<file path="src/rtl/srp_pkg.sv">
// Package with the shared types, constants and codes of the shelf atlas rectangle packer.
package srp_pkg;

  localparam int MAX_DIM   = 4096;
  localparam int MAX_PAGES = 64;

  localparam int DIM_W   = 13;
  localparam int PAGES_W = 7;
  localparam int RECT_W  = 16;
  localparam int CFG_AW  = 4;
  localparam int CFG_DW  = 32;

  typedef enum logic [1:0] {
    ST_PLACED    = 2'd0,
    ST_TOO_LARGE = 2'd1,
    ST_PAGE_FULL = 2'd2
  } status_t;

  typedef enum logic [1:0] {
    REG_PAGE_WIDTH  = 2'd0,
    REG_PAGE_HEIGHT = 2'd1,
    REG_PAGE_LIMIT  = 2'd2
  } reg_idx_t;

  typedef struct packed {
    logic [DIM_W-1:0]   width;
    logic [DIM_W-1:0]   height;
    logic [PAGES_W-1:0] limit;
  } cfg_t;

  typedef struct packed {
    logic [DIM_W-1:0]   pos_x;
    logic [DIM_W-1:0]   pos_y;
    logic [DIM_W-1:0]   shelf_rows;
    logic [PAGES_W-1:0] pages_open;
    logic [DIM_W-1:0]   fill_rows;
  } pack_state_t;

  typedef struct packed {
    logic              new_set;
    logic [RECT_W-1:0] rect_width;
    logic [RECT_W-1:0] rect_height;
  } rect_t;

  typedef struct packed {
    status_t     status;
    logic [5:0]  page_index;
    logic [11:0] origin_x;
    logic [11:0] origin_y;
    logic [12:0] page_fill;
  } result_t;

endpackage

</file>
<file path="src/rtl/srp_cfg.sv">
// APB register file holding the page geometry and page limit, with clamped effective values.
module srp_cfg (
  input  logic                      clk,
  input  logic                      rst_n,
  input  logic                      cfg_psel,
  input  logic                      cfg_penable,
  input  logic                      cfg_pwrite,
  input  logic [srp_pkg::CFG_AW-1:0] cfg_paddr,
  input  logic [srp_pkg::CFG_DW-1:0] cfg_pwdata,
  output logic [srp_pkg::CFG_DW-1:0] cfg_prdata,
  output logic                      cfg_pready,
  output srp_pkg::cfg_t             cfg_eff
);
  import srp_pkg::*;

  logic [DIM_W-1:0]   width_r;
  logic [DIM_W-1:0]   height_r;
  logic [PAGES_W-1:0] limit_r;
  logic               wr_en;
  reg_idx_t           idx;

  assign cfg_pready = 1'b1;
  assign idx        = reg_idx_t'(cfg_paddr[3:2]);
  assign wr_en      = cfg_psel && cfg_penable && cfg_pwrite && cfg_pready;

  always_ff @(posedge clk) begin
    if (!rst_n) begin
      width_r  <= DIM_W'(1024);
      height_r <= DIM_W'(1024);
      limit_r  <= PAGES_W'(16);
    end else if (wr_en) begin
      unique case (idx)
        REG_PAGE_WIDTH:  width_r  <= cfg_pwdata[DIM_W-1:0];
        REG_PAGE_HEIGHT: height_r <= cfg_pwdata[DIM_W-1:0];
        REG_PAGE_LIMIT:  limit_r  <= cfg_pwdata[PAGES_W-1:0];
        default: ;
      endcase
    end
  end

  always_comb begin
    unique case (idx)
      REG_PAGE_WIDTH:  cfg_prdata = CFG_DW'(width_r);
      REG_PAGE_HEIGHT: cfg_prdata = CFG_DW'(height_r);
      REG_PAGE_LIMIT:  cfg_prdata = CFG_DW'(limit_r);
      default:         cfg_prdata = '0;
    endcase
  end

  always_comb begin
    cfg_eff.width  = (width_r > DIM_W'(MAX_DIM)) ? DIM_W'(MAX_DIM) : width_r;
    cfg_eff.height = (height_r > DIM_W'(MAX_DIM)) ? DIM_W'(MAX_DIM) : height_r;
    if (limit_r == '0) begin
      cfg_eff.limit = PAGES_W'(1);
    end else if (limit_r > PAGES_W'(MAX_PAGES)) begin
      cfg_eff.limit = PAGES_W'(MAX_PAGES);
    end else begin
      cfg_eff.limit = limit_r;
    end
  end

endmodule

</file>
<file path="src/rtl/srp_place.sv">
// Placement logic: one next-fit shelf step from the packing state and one rectangle.
module srp_place (
  input  srp_pkg::cfg_t        cfg,
  input  srp_pkg::pack_state_t cur,
  input  srp_pkg::rect_t       rect,
  output srp_pkg::pack_state_t nxt,
  output srp_pkg::result_t     res
);
  import srp_pkg::*;

  pack_state_t       base;
  logic [16:0]       pw;
  logic [16:0]       ph;
  logic [DIM_W-1:0]  pw13;
  logic [DIM_W-1:0]  ph13;
  logic              too_big;
  logic [PAGES_W-1:0] np0;
  logic [DIM_W-1:0]  uh0;
  logic              wrap;
  logic [DIM_W:0]    cy_sum;
  logic [DIM_W-1:0]  cx1;
  logic [DIM_W-1:0]  cy1;
  logic [DIM_W-1:0]  sh1;
  logic              new_page;
  logic              limit_hit;
  logic [PAGES_W-1:0] np2;
  logic [DIM_W-1:0]  cx2;
  logic [DIM_W-1:0]  cy2;
  logic [DIM_W-1:0]  sh2;
  logic [DIM_W-1:0]  uh2;
  logic [DIM_W:0]    bottom;
  logic [PAGES_W-1:0] page_num;

  always_comb begin
    base = rect.new_set ? '0 : cur;

    pw   = {1'b0, rect.rect_width} + 17'd2;
    ph   = {1'b0, rect.rect_height} + 17'd2;
    pw13 = pw[DIM_W-1:0];
    ph13 = ph[DIM_W-1:0];

    too_big = (pw > {4'b0, cfg.width}) || (ph > {4'b0, cfg.height});

    np0 = (base.pages_open == '0) ? PAGES_W'(1) : base.pages_open;
    uh0 = (base.pages_open == '0) ? '0 : base.fill_rows;

    // A rectangle that runs past the row end starts a new shelf.
    wrap   = ({5'b0, base.pos_x} + {1'b0, pw}) > {5'b0, cfg.width};
    cy_sum = {1'b0, base.pos_y} + {1'b0, base.shelf_rows};
    if (wrap) begin
      cx1 = '0;
      cy1 = (cy_sum > {1'b0, cfg.height}) ? cfg.height : cy_sum[DIM_W-1:0];
      sh1 = '0;
    end else begin
      cx1 = base.pos_x;
      cy1 = base.pos_y;
      sh1 = base.shelf_rows;
    end

    new_page  = ({5'b0, cy1} + {1'b0, ph}) > {5'b0, cfg.height};
    limit_hit = new_page && (np0 >= cfg.limit);

    if (new_page) begin
      np2 = np0 + PAGES_W'(1);
      cx2 = '0;
      cy2 = '0;
      sh2 = '0;
      uh2 = '0;
    end else begin
      np2 = np0;
      cx2 = cx1;
      cy2 = cy1;
      sh2 = sh1;
      uh2 = uh0;
    end

    bottom   = {1'b0, cy2} + {1'b0, ph13};
    page_num = np2 - PAGES_W'(1);

    res = '0;
    nxt = base;
    if (too_big) begin
      res.status = ST_TOO_LARGE;
    end else if (limit_hit) begin
      res.status = ST_PAGE_FULL;
    end else begin
      nxt.pos_x      = cx2 + pw13;
      nxt.pos_y      = cy2;
      nxt.shelf_rows = (ph13 > sh2) ? ph13 : sh2;
      nxt.pages_open = np2;
      nxt.fill_rows  = (bottom[DIM_W-1:0] > uh2) ? bottom[DIM_W-1:0] : uh2;
      res.status     = ST_PLACED;
      res.page_index = page_num[5:0];
      res.origin_x   = cx2[11:0];
      res.origin_y   = cy2[11:0];
      res.page_fill  = nxt.fill_rows;
    end
  end

endmodule

</file>
<file path="src/rtl/shelf_atlas_rect_packer.sv">
// Top level of the shelf atlas rectangle packer: input register, placement step, result register.
// A beat goes from the input register through the placement step into the result register.
// Throughput: one rectangle per cycle unless out_* stalls; the state loop holds one register.
// Both registers advance when the result is taken or empty; the input one also fills when empty.
// Reset (rst_n low, synchronous) clears both valid flags and the packing state, and loads
// the registers with page width 1024, page height 1024 and page limit 16.
module shelf_atlas_rect_packer (
  input  logic                       clk,
  input  logic                       rst_n,
  input  logic                       in_tvalid,
  output logic                       in_tready,
  input  logic [31:0]                in_tdata,   // rect_width[15:0], rect_height[31:16]
  input  logic [0:0]                 in_tuser,   // new_set[0]
  output logic                       out_tvalid,
  input  logic                       out_tready,
  output logic [47:0]                out_tdata,  // page_index[5:0], origin_x[17:6],
                                                 // origin_y[29:18], page_fill[42:30]
  output logic [1:0]                 out_tuser,  // status[1:0]
  input  logic                       cfg_psel,
  input  logic                       cfg_penable,
  input  logic                       cfg_pwrite,
  input  logic [srp_pkg::CFG_AW-1:0] cfg_paddr,
  input  logic [srp_pkg::CFG_DW-1:0] cfg_pwdata,
  output logic [srp_pkg::CFG_DW-1:0] cfg_prdata,
  output logic                       cfg_pready
);
  import srp_pkg::*;

  cfg_t        cfg_eff;
  rect_t       rect_r;
  logic        in_valid_r;
  pack_state_t state_r;
  pack_state_t state_nxt;
  result_t     res_nxt;
  result_t     res_r;
  logic        out_valid_r;
  logic        out_free;
  logic        advance;

  srp_cfg u_cfg (
    .clk         (clk),
    .rst_n       (rst_n),
    .cfg_psel    (cfg_psel),
    .cfg_penable (cfg_penable),
    .cfg_pwrite  (cfg_pwrite),
    .cfg_paddr   (cfg_paddr),
    .cfg_pwdata  (cfg_pwdata),
    .cfg_prdata  (cfg_prdata),
    .cfg_pready  (cfg_pready),
    .cfg_eff     (cfg_eff)
  );

  srp_place u_place (
    .cfg  (cfg_eff),
    .cur  (state_r),
    .rect (rect_r),
    .nxt  (state_nxt),
    .res  (res_nxt)
  );

  assign out_free  = !out_valid_r || out_tready;
  assign advance   = in_valid_r && out_free;
  assign in_tready = !in_valid_r || advance;

  always_ff @(posedge clk) begin
    if (!rst_n) begin
      in_valid_r  <= 1'b0;
      out_valid_r <= 1'b0;
      state_r     <= '0;
    end else begin
      if (in_tready) begin
        in_valid_r <= in_tvalid;
      end
      if (out_free) begin
        out_valid_r <= in_valid_r;
      end
      if (advance) begin
        state_r <= state_nxt;
      end
    end
  end

  always_ff @(posedge clk) begin
    if (in_tready && in_tvalid) begin
      rect_r.new_set     <= in_tuser[0];
      rect_r.rect_width  <= in_tdata[15:0];
      rect_r.rect_height <= in_tdata[31:16];
    end
    if (advance) begin
      res_r <= res_nxt;
    end
  end

  assign out_tvalid = out_valid_r;
  assign out_tuser  = res_r.status;
  assign out_tdata  = {5'b0, res_r.page_fill, res_r.origin_y,
                       res_r.origin_x, res_r.page_index};

endmodule
</file>
<file path="config.mk">
export PLATFORM = sky130hd
export DESIGN_NAME = shelf_atlas_rect_packer
export DESIGN_NICKNAME = d
export VERILOG_FILES = /design/src/rtl/srp_pkg.sv /design/src/rtl/srp_cfg.sv /design/src/rtl/srp_place.sv /design/src/rtl/shelf_atlas_rect_packer.sv
export SDC_FILE = /design/constraint.sdc
export NUM_CORES = 1
export LEC_CHECK = 0
export BUFFER_PORTS_ARGS = -buffer_cell sky130_fd_sc_hd__buf_2
export CAP_MARGIN = 20
export CORE_ASPECT_RATIO = 1.1
export CORE_MARGIN = 4
export CORE_UTILIZATION = 50
export DETAILED_ROUTE_END_ITERATION = 16
export PLACE_DENSITY = 0.7
export SYNTH_ARGS = -nofsm -noshare
export SYNTH_HDL_FRONTEND = slang
export SYNTH_SLANG_ARGS = --single-unit
</file>
<file path="constraint.sdc">
create_clock -name clk -period 37.8 [get_ports clk]
set_input_delay 5.67 -clock clk [delete_from_list [all_inputs] [get_ports clk]]
set_output_delay 5.67 -clock clk [all_outputs]
set_load 0.01 [all_outputs]
</file>
==> flow_metrics.tcl <==
set metrics [dict create \
    finalNetCount 1855 \
    gp_congestion 0.931 \
    area_growth_pct 10.2 \
    min_path_type "reg -> reg" \
    cpMostUsedCell "ha_1" \
    initial_utilization_pct 50.6 \
    fill_cells 2380 \
    final-seq-area_um2 4220 \
    clk_pin_slew_ns 0.07 \
    fmax_ghz 0.0769 \
    chipWidth_um 163 \
    tightest_slew_ns 1.12 \
    ys_ff_latch 172 \
    relSlewSlack_pct 25.3 \
    row_count 62 \
    clock_path_buffers 2 \
    powerDensity_nw_per_um2 30.6 \
    p_comb_share_pct 15.0 \
    vias_per_cell 5.65 \
    drive_gt1_share_pct 11.7 \
    p_seq_share_pct 45.6 \
    netSwitchingPower_w 0.000131 \
    power_frac_clock_pct 39.4 \
    synthFlopType "dfxtp_1" \
    io_pins 161 \
    worstReg2RegStart "rect_r[32]" \
    yosysWarnings 0 \
    grt_overflow 0 \
    ctsHoldBuffers 0 \
    ys_types 78 \
    multi_input_area_um2 8320 \
    required_ns 38.18 \
    async_reset_ff_share_pct 0 \
    r2r_setup_slack_ns 24.79 \
    crit_arrival_ns 13.39 \
    maxCapViolations 0 \
    status "complete, no violations" \
    grt_pass1_wl_um 53100 \
    ant_nets 0 \
    min_path_cells 2 \
    antenna_found_initial 0 \
    finalMaxSlewViolations 0 \
    htree_levels 4 \
    clockRootBuffer "clkbuf_16" \
    finalCritPeriodShare_pct 34.4 \
    io_buffers 114 \
    grt_pass1_vias 10800 \
    finalCriticalPeriod_ns 13.01 \
    numClockSinks 172 \
    slowest_delay_ns 0.65 \
    wl_um 32800 \
    hold_ws_ns 0.481 \
    drtIter0Drc 643 \
    setup_viol 0 \
    p_int_w 0.000312 \
    syn_inst 1517 \
    clk_latency_ns 0.44 \
    setup_tns_ns 0 \
    track_usage_pct 22.6 \
    timing.rr.end "state_r[3]" \
    ys_seq_area_share_pct 32.1 \
    fin_worst_skew_ns 0.0112 \
    setup.worst_path.class "reg -> reg" \
    die_area_um2 29000 \
    layout_common_cells "nor2_1, nand2_1, ha_1, buf_2, a21oi_1" \
    cts.repair.resized 0 \
    cp_max_fo 60 \
    syn_area_per_cell_um2 8.67 \
    cp-start-kind "register" \
    crit_path_end_kind "register" \
    detail_route.first_pass.iterations 5 \
    slowest_stage "a21oi_1" \
    p_leak_nw 6.33 \
    avgRoutedWirePerCell_um 16.7 \
    grt_start_max_net_pins 61 \
    min_to "u_cfg.width_r[3]" \
    netlist_area_um2 13200 \
    synth-edff-count 78 \
    cts_tree "built" \
    post_cts_buffers 0 \
    worst-r2r-cell-count 57 \
    core_um2 26000 \
    vdd_drop_max_mv 0.0287 \
    n_antenna_cell 0 \
    hold_viol_final 0 \
    rsz0062_at_grt "false" \
    switching_share_pct 29.5 \
    drc 0 \
    min_from "u_cfg.width_r[3]" \
    die_h_um 178 \
    route.vias.total 11100 \
    hpwl_um 25500 \
    cts_buffers 17 \
]
-- how the worst max path moves through the flow --
stage	depth (start not counted)	slack, ns	end	start
2_1_floorplan	4	25.27	cfg_prdata[3]	cfg_paddr[2]
3_3_place_gp	57	25.20	state_r[7]	rect_r[32]
3_5_place_dp	57	24.92	state_r[8]	rect_r[32]
4_1_cts	57	24.88	state_r[3]	rect_r[32]
5_1_grt	57	23.46	state_r[11]	rect_r[32]
6_report	57	24.79	state_r[3]	rect_r[32]
-- synth_stat cells (all sizes together), types with 26 or more instances --
cell type / number / area, um^2
mux2i: 45 / 450
dfxtp: 94 / 1880
a21oi: 106 / 542
ha: 168 / 2100
nand3: 45 / 225
inv: 68 / 255
o21ai: 64 / 320
nand2b: 26 / 163
edfxtp: 78 / 2340
nor2b: 51 / 319
xnor2: 54 / 473
a21o: 29 / 218
nand2: 168 / 631
nor2: 170 / 648
buf: 45 / 302
clkbuf: 36 / 145
-- cell type report --
| type | instances | share of cell area [%] |
|---|---|---|
| multi-input combinational | 1218 | 57.4 |
| sequential | 172 | 29.1 |
| timing repair buffer | 128 | 4.66 |
| tap | 352 | 3.04 |
| clock buffer | 17 | 2.93 |
| inverter | 69 | 1.80 |
| clock inverter | 15 | 1.00 |
-- power by group through the flow --
stage | clock network [W] | logic (W) | registers (W)
after CTS | 0.000178 | 0.0000658 | 0.000202
after global routing | 0.000185 | 0.0000741 | 0.000203
after global placement | 0 | 0.0000638 | 0.000206
after detailed placement | 0 | 0.0000654 | 0.000207
after floorplan | 0 | 0.0000473 | 0.000207
final | 0.000175 | 0.0000663 | 0.000202
-- per-stage QoR --
step                      worst slack, ns  util (%)  total power, W  instances  instance area, um^2
final                               24.79      55.8        0.000443       1971                14500
after global routing                23.46      55.8        0.000462       1971                14500
after CTS                           24.88      55.8        0.000446       1971                14500
after detailed placement            24.92      53.6        0.000272       1939                13900
after global placement              25.20      53.6        0.000270       1939                13900
after floorplan                     25.27         -        0.000254       1540                13200
-- worst max-delay path, delay by kind of cell (launching register included) --
kind                       cells  cell delay [ns]
xor gates and xnor gates       3             0.63
and+or+nand+nor               14             2.23
AOI/OAI and AO/OA             28             6.47
DFF                            1             0.32
buffers and inverters          4             0.72
adders and majority gates      8             2.55
-- sequential cells by signal, indices dropped and copies added (netlist names) --
register,flops
u_cfg.height_r,13
out_tvalid,1
state_r,59
rect_r,33
out_tdata,43
in_valid_r,1
u_cfg.width_r,13
u_cfg.limit_r,7
out_tuser,2
-- cells by family after synthesis --
logic type               synth area share (%)
AND/OR/NAND/NOR                          19.7
AO/OA/AOI/OAI                            17.3
adder cells (fa/ha/maj)                  16.7
flip-flops                               32.1
buffers and inverters                    5.37
XOR/XNOR                                 5.13
multiplexers                             3.59
other                                  0.0571
-- routing by layer --
metal	GRT usage [%]	up-vias	share of wire [%]	routed length, um
met5	0	-	0	0
met4	7.03	0	1.9	629
met3	2.75	43	5.1	1690
met2	36.6	297	45	14800
met1	31.7	5253	48	15700
li1	-	5552	-	-
Note: power is estimated with default switching activity, not from simulation.
